[src/rtl/ptd_pkg.sv]
// Package for the periodic task dispatcher.
// Holds the operation and status codes and the table row layout.
// No dependencies.
`default_nettype none

package ptd_pkg;

    // Operation codes carried on i_op
    typedef enum logic [1:0] {
        OP_TICK   = 2'd0,
        OP_ADD    = 2'd1,
        OP_REMOVE = 2'd2
    } t_op;

    // Status codes reported on o_status
    typedef enum logic [1:0] {
        ST_DONE      = 2'd0,
        ST_FULL      = 2'd1,
        ST_NOT_FOUND = 2'd2
    } t_status;

    // Most fired tasks reported for one tick
    localparam int MAX_RESULTS = 8;
    localparam int RES_CNT_W   = $clog2(MAX_RESULTS + 1);

    // One row of the task table
    typedef struct packed {
        logic [7:0]  id;
        logic [15:0] period;
        logic [15:0] countdown;
        logic [7:0]  priority_val;
    } t_entry;

endpackage

`default_nettype wire

[src/rtl/ptd_table.sv]
// Task table storage: one write port and one registered read port.
// Depends on ptd_pkg for the row layout.
`default_nettype none

module ptd_table
    import ptd_pkg::*;
#(
    parameter int DEPTH = 8,
    parameter int AW    = 3
) (
    input  wire logic          i_clk,
    input  wire logic          i_wr_en,
    input  wire logic [AW-1:0] i_wr_addr,
    input  wire t_entry        i_wr_data,
    input  wire logic [AW-1:0] i_rd_addr,
    output t_entry             o_rd_data
);

    t_entry r_mem [DEPTH];
    t_entry r_rd_data;

    // Write one row
    always_ff @(posedge i_clk) begin
        if (i_wr_en) begin
            r_mem[i_wr_addr] <= i_wr_data;
        end
    end

    // Read one row, data registered for the next cycle
    always_ff @(posedge i_clk) begin
        r_rd_data <= r_mem[i_rd_addr];
    end

    assign o_rd_data = r_rd_data;

endmodule

`default_nettype wire

[src/rtl/periodic_task_dispatcher_unit.sv]
// Periodic task dispatcher: sequencer walking an ordered task table.
// Depends on ptd_pkg and ptd_table.
`default_nettype none

// Usage
//   A transaction is taken at a rising edge with start high and busy low:
//   i_op selects tick, add or remove; i_task_id, i_period and
//   i_priority_req carry the operands. busy stays high until the last
//   result has been produced.
//   Results appear on o_fired_valid, o_fired_task, o_status and o_last for
//   one cycle each, marked by o_strobe. A tick gives one result per fired
//   task in table order (at most eight), or a single empty result; add and
//   remove give one status result. o_last marks the final one.
//   Walk: a tick or remove reads every row of the table in order, an add
//   walks backward from the last row until it places the new one (a shift
//   ending at the front row passes through the insert state too). The
//   table read port gives one row per cycle; busy drops as the final
//   result is shown, so the next start can follow at once.
//   Reset clears the task count and the sequencer; table rows are not
//   cleared and are only read below the count. The receiver cannot stall:
//   every strobe is a transaction.
module periodic_task_dispatcher_unit
    import ptd_pkg::*;
#(
    parameter int MAX_TASKS = 8
) (
    input  wire logic        i_clk,
    input  wire logic        i_rst_n,
    input  wire logic        start,
    output logic             busy,
    input  wire logic [1:0]  i_op,
    input  wire logic [7:0]  i_task_id,
    input  wire logic [15:0] i_period,
    input  wire logic [7:0]  i_priority_req,
    output logic             o_strobe,
    output logic             o_fired_valid,
    output logic [7:0]       o_fired_task,
    output logic [1:0]       o_status,
    output logic             o_last
);

    localparam int IW = (MAX_TASKS > 1) ? $clog2(MAX_TASKS) : 1;
    localparam int CW = $clog2(MAX_TASKS + 1);

    typedef enum logic [1:0] {
        S_IDLE,
        S_WALK,
        S_INSERT,
        S_FINISH
    } t_state;

    t_state                r_state, n_state;
    logic [CW-1:0]         r_count, n_count;
    logic [IW-1:0]         r_cur, n_cur;
    logic [IW-1:0]         r_last_idx, n_last_idx;
    logic [CW-1:0]         r_wr, n_wr;
    logic                  r_found, n_found;
    logic                  r_pend_vld, n_pend_vld;
    logic [7:0]            r_pend_id, n_pend_id;
    logic [RES_CNT_W-1:0]  r_nrep, n_nrep;
    logic [1:0]            r_op, n_op;
    logic [7:0]            r_id, n_id;
    logic [15:0]           r_per, n_per;
    logic [7:0]            r_pri, n_pri;
    logic [1:0]            r_status, n_status;
    logic                  r_strobe, n_strobe;
    logic                  r_fired_valid, n_fired_valid;
    logic [7:0]            r_fired_task, n_fired_task;
    logic [1:0]            r_out_status, n_out_status;
    logic                  r_last, n_last;

    logic                  wr_en;
    logic [IW-1:0]         wr_addr;
    t_entry                wr_data;
    logic [IW-1:0]         rd_addr;
    t_entry                rd_data;
    t_entry                new_entry;
    logic                  accept;

    ptd_table #(
        .DEPTH (MAX_TASKS),
        .AW    (IW)
    ) u_table (
        .i_clk     (i_clk),
        .i_wr_en   (wr_en),
        .i_wr_addr (wr_addr),
        .i_wr_data (wr_data),
        .i_rd_addr (rd_addr),
        .o_rd_data (rd_data)
    );

    assign busy   = (r_state != S_IDLE);
    assign accept = start && !busy;

    // New row built from the latched add operands
    always_comb begin
        new_entry.id           = r_id;
        new_entry.period       = r_per;
        new_entry.countdown    = r_per;
        new_entry.priority_val = r_pri;
    end

    // Sequencer next state and table port control
    always_comb begin
        n_state       = r_state;
        n_count       = r_count;
        n_cur         = r_cur;
        n_last_idx    = r_last_idx;
        n_wr          = r_wr;
        n_found       = r_found;
        n_pend_vld    = r_pend_vld;
        n_pend_id     = r_pend_id;
        n_nrep        = r_nrep;
        n_op          = r_op;
        n_id          = r_id;
        n_per         = r_per;
        n_pri         = r_pri;
        n_status      = r_status;
        n_strobe      = 1'b0;
        n_fired_valid = 1'b0;
        n_fired_task  = '0;
        n_out_status  = ST_DONE;
        n_last        = 1'b0;
        wr_en         = 1'b0;
        wr_addr       = r_cur + IW'(1);
        wr_data       = rd_data;
        rd_addr       = r_cur + IW'(1);

        unique case (r_state)
            S_IDLE: begin
                if (accept) begin
                    n_op       = i_op;
                    n_id       = i_task_id;
                    n_per      = i_period;
                    n_pri      = i_priority_req;
                    n_status   = ST_DONE;
                    n_found    = 1'b0;
                    n_wr       = '0;
                    n_pend_vld = 1'b0;
                    n_nrep     = '0;
                    n_cur      = '0;
                    n_last_idx = IW'(r_count - CW'(1));
                    rd_addr    = '0;
                    priority case (i_op)
                        OP_TICK, OP_REMOVE: begin
                            n_state = (r_count == '0) ? S_FINISH : S_WALK;
                        end
                        OP_ADD: begin
                            if (r_count == CW'(MAX_TASKS)) begin
                                n_status = ST_FULL;
                                n_state  = S_FINISH;
                            end else if (r_count == '0) begin
                                // Empty table: place the row at the front
                                wr_en                = 1'b1;
                                wr_addr              = '0;
                                wr_data.id           = i_task_id;
                                wr_data.period       = i_period;
                                wr_data.countdown    = i_period;
                                wr_data.priority_val = i_priority_req;
                                n_count              = CW'(1);
                                n_state              = S_FINISH;
                            end else begin
                                // Walk backward from the last row
                                rd_addr = IW'(r_count - CW'(1));
                                n_cur   = IW'(r_count - CW'(1));
                                n_state = S_WALK;
                            end
                        end
                        default: begin
                            n_state = S_FINISH;
                        end
                    endcase
                end
            end

            S_WALK: begin
                priority case (r_op)
                    OP_TICK: begin
                        // Reload or count down, report firings one behind
                        wr_en   = 1'b1;
                        wr_addr = r_cur;
                        if (rd_data.countdown == '0) begin
                            wr_data.countdown = rd_data.period;
                            if (r_nrep < RES_CNT_W'(MAX_RESULTS)) begin
                                if (r_pend_vld) begin
                                    n_strobe      = 1'b1;
                                    n_fired_valid = 1'b1;
                                    n_fired_task  = r_pend_id;
                                end
                                n_pend_vld = 1'b1;
                                n_pend_id  = rd_data.id;
                                n_nrep     = r_nrep + RES_CNT_W'(1);
                            end
                        end else begin
                            wr_data.countdown = rd_data.countdown - 16'd1;
                        end
                        if (r_cur == r_last_idx) begin
                            n_state = S_FINISH;
                        end else begin
                            n_cur = r_cur + IW'(1);
                        end
                    end
                    OP_ADD: begin
                        rd_addr = r_cur - IW'(1);
                        wr_en   = 1'b1;
                        if (rd_data.priority_val > r_pri) begin
                            // Shift this row up one place
                            if (r_cur == '0) begin
                                n_state = S_INSERT;
                            end else begin
                                n_cur = r_cur - IW'(1);
                            end
                        end else begin
                            wr_data = new_entry;
                            n_count = r_count + CW'(1);
                            n_state = S_FINISH;
                        end
                    end
                    OP_REMOVE: begin
                        // Drop matching rows, compact the rest
                        if (rd_data.id == r_id) begin
                            n_found = 1'b1;
                        end else begin
                            wr_en   = 1'b1;
                            wr_addr = r_wr[IW-1:0];
                            n_wr    = r_wr + CW'(1);
                        end
                        if (r_cur == r_last_idx) begin
                            n_count = n_wr;
                            n_state = S_FINISH;
                        end else begin
                            n_cur = r_cur + IW'(1);
                        end
                    end
                    default: begin
                        n_state = S_FINISH;
                    end
                endcase
            end

            S_INSERT: begin
                wr_en   = 1'b1;
                wr_addr = '0;
                wr_data = new_entry;
                n_count = r_count + CW'(1);
                n_state = S_FINISH;
            end

            S_FINISH: begin
                n_strobe = 1'b1;
                n_last   = 1'b1;
                priority case (r_op)
                    OP_TICK: begin
                        n_fired_valid = r_pend_vld;
                        n_fired_task  = r_pend_vld ? r_pend_id : 8'd0;
                    end
                    OP_ADD: begin
                        n_out_status = r_status;
                    end
                    OP_REMOVE: begin
                        n_out_status = r_found ? ST_DONE : ST_NOT_FOUND;
                    end
                    default: begin
                        n_out_status = ST_DONE;
                    end
                endcase
                n_state = S_IDLE;
            end

            default: begin
                n_state = S_IDLE;
            end
        endcase
    end

    // Hold sequencer state and registered outputs
    always_ff @(posedge i_clk) begin
        if (!i_rst_n) begin
            r_state    <= S_IDLE;
            r_count    <= '0;
            r_strobe   <= 1'b0;
            r_pend_vld <= 1'b0;
        end else begin
            r_state    <= n_state;
            r_count    <= n_count;
            r_strobe   <= n_strobe;
            r_pend_vld <= n_pend_vld;
        end
        r_cur         <= n_cur;
        r_last_idx    <= n_last_idx;
        r_wr          <= n_wr;
        r_found       <= n_found;
        r_pend_id     <= n_pend_id;
        r_nrep        <= n_nrep;
        r_op          <= n_op;
        r_id          <= n_id;
        r_per         <= n_per;
        r_pri         <= n_pri;
        r_status      <= n_status;
        r_fired_valid <= n_fired_valid;
        r_fired_task  <= n_fired_task;
        r_out_status  <= n_out_status;
        r_last        <= n_last;
    end

    assign o_strobe      = r_strobe;
    assign o_fired_valid = r_fired_valid;
    assign o_fired_task  = r_fired_task;
    assign o_status      = r_out_status;
    assign o_last        = r_last;

    // The task count never passes the table depth
    a_count_bound: assert property (@(posedge i_clk) disable iff (!i_rst_n)
        r_count <= CW'(MAX_TASKS))
        else $error("task count above table depth");

    // An accepted transaction keeps the block busy for the next cycle
    a_accept_busy: assert property (@(posedge i_clk) disable iff (!i_rst_n)
        accept |=> busy)
        else $error("busy not raised after accept");

    // The final result coincides with the block going idle
    a_last_idle: assert property (@(posedge i_clk) disable iff (!i_rst_n)
        (o_strobe && o_last) |-> !busy)
        else $error("final result while still busy");

    // A result that is not final is a firing, with more still to come
    a_mid_result: assert property (@(posedge i_clk) disable iff (!i_rst_n)
        (o_strobe && !o_last) |-> (busy && o_fired_valid))
        else $error("intermediate result out of place");

endmodule

`default_nettype wire

[config.mk]
export PLATFORM = sky130hd
export DESIGN_NAME = periodic_task_dispatcher_unit
export DESIGN_NICKNAME = d
export VERILOG_FILES = /design/src/rtl/ptd_pkg.sv /design/src/rtl/ptd_table.sv /design/src/rtl/periodic_task_dispatcher_unit.sv
export SDC_FILE = /design/constraint.sdc
export NUM_CORES = 1
export LEC_CHECK = 0
export ABC_CLOCK_PERIOD_IN_PS = 11900
export BUFFER_PORTS_ARGS = -buffer_cell sky130_fd_sc_hd__buf_2
export CAP_MARGIN = 0
export CORE_UTILIZATION = 25
export DETAILED_ROUTE_END_ITERATION = 8
export MAX_ROUTING_LAYER = met4
export PLACE_DENSITY_LB_ADDON = 0.15
export SYNTH_ARGS = -nofsm -noshare
export SYNTH_HDL_FRONTEND = slang
export SYNTH_SLANG_ARGS = --single-unit
[constraint.sdc]
create_clock -name i_clk -period 11.9 [get_ports i_clk]
set_input_delay 2.38 -clock i_clk [delete_from_list [all_inputs] [get_ports i_clk]]
set_output_delay 2.38 -clock i_clk [all_outputs]
set_load 0.02 [all_outputs]
**Word-level counts from Yosys, hierarchy flattened**

Memories as Yosys holds them, arrays and structs flattened. A register that Yosys moved wholly into a read port is not among the register bits.
Index checks and enable logic that the tools add are counted.

- ROM bits: 0
- Output and inout port bits: 14
- Flip-flop bits (word level): 79
- Memories kept: 1
- RAM bits: 384
- Bits of input ports: 37
- Logic and storage cells: 167
- Latch bits: 0

Memories:

| memory | words | bits a word | rd ports | clocked after memory_dff | wr ports | RTL line | source |
|---|---|---|---|---|---|---|---|
| u_table.r_mem | 8 | 48 | 1 | 1 | 1 | ptd_table.sv:19 | `t_entry r_mem [DEPTH];` |

- Bitwise logic cells: 0
- Shift-type cells: 0
- Reductions and logical operators: 22
- Mux-type cells: 88
- Equality and inequality tests: 28
- Add/subtract/negate cells: 7
- $lt $le $gt $ge: 2
- $mul: 0
- Divide/modulo/power cells: 0

Operators with widths:

| kind | count |
|---|---|
| 48-bit 2-to-1 mux | 5 |
| 48-bit case mux with 3 select lines | 1 |
| 4-bit 2-to-1 mux | 12 |
| 8-bit 2-to-1 mux | 6 |
| 3-bit 2-to-1 mux | 14 |
| 16-bit case mux with 2 select lines | 1 |
| 24-bit 2-to-1 mux | 1 |
| 3-bit inequality test, second input constant | 8 |
| 3-bit case mux with 2 select lines | 4 |
| 4-bit case mux with 2 select lines | 3 |
| 1-bit 2-to-1 mux | 20 |
| 16-bit zero test | 1 |
| 16-bit 2-to-1 mux | 1 |
| 2-bit inequality test, second input constant | 8 |
| 8-bit case mux with 2 select lines | 1 |
| 16-bit by 1-bit subtractor with 16-bit output, second input constant | 1 |
| 2-bit 2-to-1 mux | 7 |
| 4-bit by 1-bit adder with 4-bit output, second input constant | 3 |
| 2-bit case mux with 2 select lines | 3 |
| 4-bit case mux with 3 select lines | 1 |
| 1-bit case mux with 2 select lines | 5 |
| 3-bit case mux with 3 select lines | 1 |
| 2-bit == test, second input constant | 4 |
| 8-bit == test | 1 |
| 25 further kinds | 35 |

**Logic depth before layout (Yosys ltp)**

- Depth after elaboration: 8
- Gate-level depth with buffers: 13
- Depth with buffers taken out: 9

**Cells and area by module**

A second synthesis with hierarchy kept.

- Cells, all modules: 1,395
- Area total of the unflattened synthesis: 22,480.3 sq um

Modules (own cells, without submodules):

| module | area an instance (sq um) | instances | cells each | sequential area each (sq um) |
|---|---|---|---|---|
| ptd_table | 15,620.0 | 1 | 616 | 12,492.0 |
| periodic_task_dispatcher_unit | 6,860.3 | 1 | 779 | 2,142.1 |

**Worst setup path before layout**

Ideal clock, no wire load.

- Path type: input port to flip-flop
- Start point: in i_op[1]
- End point: mem u_table.r_mem[4][0] (netlist bit) (enable)
- Arrival time: 7.214 ns
- Buffers on the path: 2
- Library setup time: 0.513 ns
- Stages: 8
- Data required time: 11.387 ns
- Path slack: 4.173 ns
- Path through: nand4bb_1 nor3_2 buf_4 buf_4 nor2_1 nor2_1 o21ai_0 nor3_1

- Cells in the longest elaborated chain, start to end: 6
- Elaborated cells between the ends (all ways): 9
- Classes of those cells: 1 x eq/ne; 8 x mux

RTL lines:

| element | RTL line | source |
|---|---|---|
| start: declaration | periodic_task_dispatcher_unit.sv:31 | `input wire logic [1:0] i_op,` |
| 2-bit by 1-bit == test with 1-bit output * | periodic_task_dispatcher_unit.sv:144 | `priority case (i_op)` |
| 1-bit 2-to-1 mux | periodic_task_dispatcher_unit.sv:144 |  |
| 1-bit 2-to-1 mux | periodic_task_dispatcher_unit.sv:131 | `if (accept) begin` |
| 1-bit case mux with 3 select lines | periodic_task_dispatcher_unit.sv:129 | `unique case (r_state)` |
| 1-bit 2-to-1 mux | ptd_table.sv:24 | `if (i_wr_en) begin` |
| 1-bit 2-to-1 mux (implied by the code) | ptd_table.sv:25 | `r_mem[i_wr_addr] <= i_wr_data;` |
| end: declaration | ptd_table.sv:19 |  |

Every way passes the cells marked *; elsewhere a longest branch is shown, timed or not.

**Worst setup path in the final report**

- Start point: in i_op[1]
- End point: mem u_table.r_mem[6][22] (netlist bit) (enable)

The elaborated chain is that of the path after synthesis.

==> flow_summary.yaml <==
global_route:
  grt_max_degree: 71
  grt_pass1_vias: 13700
  antenna_found_initial: 3
  grtUsageTotal_pct: 14.1
  grt_pass1_wl_mm: 95.1
  overflow: 0
yosys:
  synth_xor_area_share_pct: 1.07
  synthMuxAreaShare_pct: 17.4
  yosysWarnings: 0
  synth_compound_area_share_pct: 9.75
  syn_avg_cell_area_sq_um: 14.4
  synth_edf_count: 442
  synth.net_count: 1657
  synth_simple_gate_area_share_pct: 3.99
  netlist_instances: 1595
  ys_seq_area_share_pct: 63.8
  synth_top_family_by_area: "multiplexers"
  synth.ff_latch_count: 510
  synth_fa_ha_area_share_pct: 1.36
  synthesis.area_sq_um: 22900
  ys_types: 71
  synthArstFlopShare_pct: 0
  synth-main-ff-cell: "edfxtp_1"
power:
  power_density_nw_per_um2: 322
  power_frac_clock_pct: 20.8
  p_switching_w: 0.00323
  combPwrFrac_pct: 41.7
  p_int_w: 0.00528
  seq_power_share_pct: 37.5
  sw_frac_of_total_pct: 38.0
  cellLeakagePower_nw: 9.15
  irDropWorstVdd_mv: 0.193
clocking:
  cts_tree: "done"
  post_cts_resized: 0
  htree_levels: 2
  path_clk_slew_ns: 0.06
  insertion_delay_ns: 0.64
  cts_buffer_depth: 3
  cts_setup_buffers: 0
  cts.root.buffer_cell: "clkbuf_16"
  cts_buffers: 59
  hold_buffers: 0
  clock-sinks: 510
drt:
  vias_per_cell: 4.81
  dr.pass1.iters: 7
  num_vias: 13800
  wirelength_mm: 64.3
  ant_nets: 0
  drt_iter0_markers: 973
  routedWlPerCell_um: 22.4
  drcViolationCount: 0
final_layout:
  multiInputGateArea_sq_um: 7800
  drive_gt1_share_pct: 16.2
  fillers: 9056
  final_nets: 1701
  synthToLayoutAreaGrowth_pct: 15.3
  seqCellArea_sq_um: 14600
  fin_cells: 2866
  n_antenna_cell: 0
die:
  die_area_sq_um: 92900
  die_h_um: 305
  initial_utilization_pct: 25.4
  die_w_um: 305
  placementRows: 110
  ioPinCount: 51
  core-area_sq_um: 90400
sta:
  period_share_pct: 44.5
  drv_slew: 0
  max_freq_mhz: 189
  fin_skew_ns: 0.0308
  rsz0062_at_grt: "false"
  fin_crit_ns: 5.30
  maxSlewHeadroom_pct: 23.7
  setup_viol: 0
  hold_violations: 0
  setup_tns_ns: 0
  worst_pin_slew_ns: 1.14
worst_setup_path:
  cp_slowest_cell: "nor3_2"
  required_ns: 12.14
  path_buf_inv: 2
  crit_path_max_incr_delay_ns: 0.79
  path_cells: "buf_2, nand4bb_1, o31ai_1, nor2_1, or4_1, nor3_2, buf_4"
  path_max_fanout: 38
  crit_family: "simple AND/OR/NAND/NOR gates"
  start_kind: "primary input"
  worst-setup-path-type: "in2reg"
  worstPathArrival_ns: 5.54
  cp-end-kind: "flip-flop"
placement:
  place_inst: 2754
  io_buffer_count: 50
  gp_congestion: 0.801
  hpwlAfterDp_mm: 37.8
run_status:
  status: "finished, final reports clean"
hold_path:
  hp-class: "reg2reg"
run:
  cap_violations: 0
-- routing by layer --
| layer | part of all wire (%) | track usage (%) | vias to the layer above |
|---|---|---|---|
| met2 | 44 | 20.8 | 323 |
| li1 | - | - | 6317 |
| met3 | 4.0 | 1.77 | 85 |
| met4 | 2.1 | 3.70 | 0 |
| met1 | 50 | 20.2 | 7057 |
| met5 | 0 | - | - |
-- power by group through the flow --
stage,combinational (W),clock (W),sequential (W)
after floorplan,0.00254,0,0.00312
after global placement,0.00355,0,0.00323
after detailed placement,0.00360,0,0.00323
after CTS,0.00362,0.00183,0.00320
after global routing,0.00388,0.00190,0.00325
final,0.00355,0.00177,0.00319
-- flip-flops by register name, summed over array words and instances, names as in the netlist, 4 cells and up --
register           cells
o_fired_task           8
r_count                4
r_id                   8
r_nrep                 4
r_pend_id              8
r_per                 16
r_pri                  8
r_wr                   4
u_table.o_rd_data     48
u_table.r_mem        384
-- layout make-up --
type	instances	area share [%]
well taps	1176	5.56
flip-flops and latches	510	55.3
clock buffers	77	6.03
repair buffers	82	1.85
clock inverters	35	1.21
inverters	35	0.497
multi-input cells	951	29.5
-- final timing paths --
check | start | endpoint | cells past startpoint | slack (ns)
worst min register to register | r_pend_id[2] | o_fired_task[2] | 1 | 0.44
worst min-delay path | r_pend_id[2] | o_fired_task[2] | 1 | 0.44
worst max register to register | r_id[2] | u_table.r_mem[7][22] | 7 | 7.35
worst max-delay path | i_op[1] | u_table.r_mem[6][22] | 7 | 6.60
-- through the flow --
stage          setup slack [ns]  hold slack (ns)  power (W)  util (%)  area [sq um]
2_1_floorplan              4.17            0.391    0.00566         -         22900
3_3_place_gp               5.94            0.428    0.00678      27.1         24500
3_5_place_dp               5.89            0.426    0.00683      27.1         24500
4_1_cts                    6.57            0.446    0.00865      29.2         26400
5_1_grt                    6.36            0.462    0.00902      29.2         26400
6_report                   6.60            0.444    0.00852      29.2         26400
-- synth_stat cells (5+ instances only) --
master     instances  area [sq um]
a211oi_1          12          90.1
a21o_1             8          60.1
a21oi_1           85           425
a221oi_1          24           210
a2bb2oi_1         33           289
a31oi_1            5          31.3
and2_1            12          75.1
buf_1              7          26.3
buf_2             28           140
buf_4              7          52.6
clkbuf_1          54           203
dfxtp_1           68          1360
edfxtp_1         442         13300
ha_1              25           313
inv_1             32           120
mux2_2            74           833
mux2i_1          316          3160
nand2_1           35           131
nand3_1           13          65.1
nand4_1            8          50.1
nor2_1            47           176
nor2b_1            5          31.3
nor3_1            23           115
nor4_1             5          31.3
o211ai_1          25           188
o21a_1            15           113
o21ai_0           66           330
o221ai_1           5          43.8
o22ai_1            5          31.3
or3_1              5          31.3
xnor2_1           23           201
xor2_1             5          43.8
-- layout by cell type (no fill, tap or decap), types with 13 or more instances in the layout --
master	count
buf_2	50
mux2i_1	316
inv_1	31
o21ai_0	66
nor2_1	47
clkbuf_1	13
clkbuf_16	59
clkinv_1	14
a21oi_1	85
xnor2_1	23
edfxtp_1	442
nand2_1	35
ha_1	22
mux2_2	74
o21a_1	15
o211ai_1	25
dfxtp_1	68
buf_4	32
a221oi_1	24
nor3_1	15
nand3_1	13
a2bb2oi_1	33
-- cells by family (layout without fill, tap and decap cells) --
logic type / count (synthesis) / after routing
mux: 390 / 390
fa+ha+maj: 25 / 25
xor+xnor: 28 / 28
flops: 510 / 510
compound gates: 329 / 329
simple gates: 179 / 179
buf+inv: 134 / 229
(Power assumes the default switching activity.)
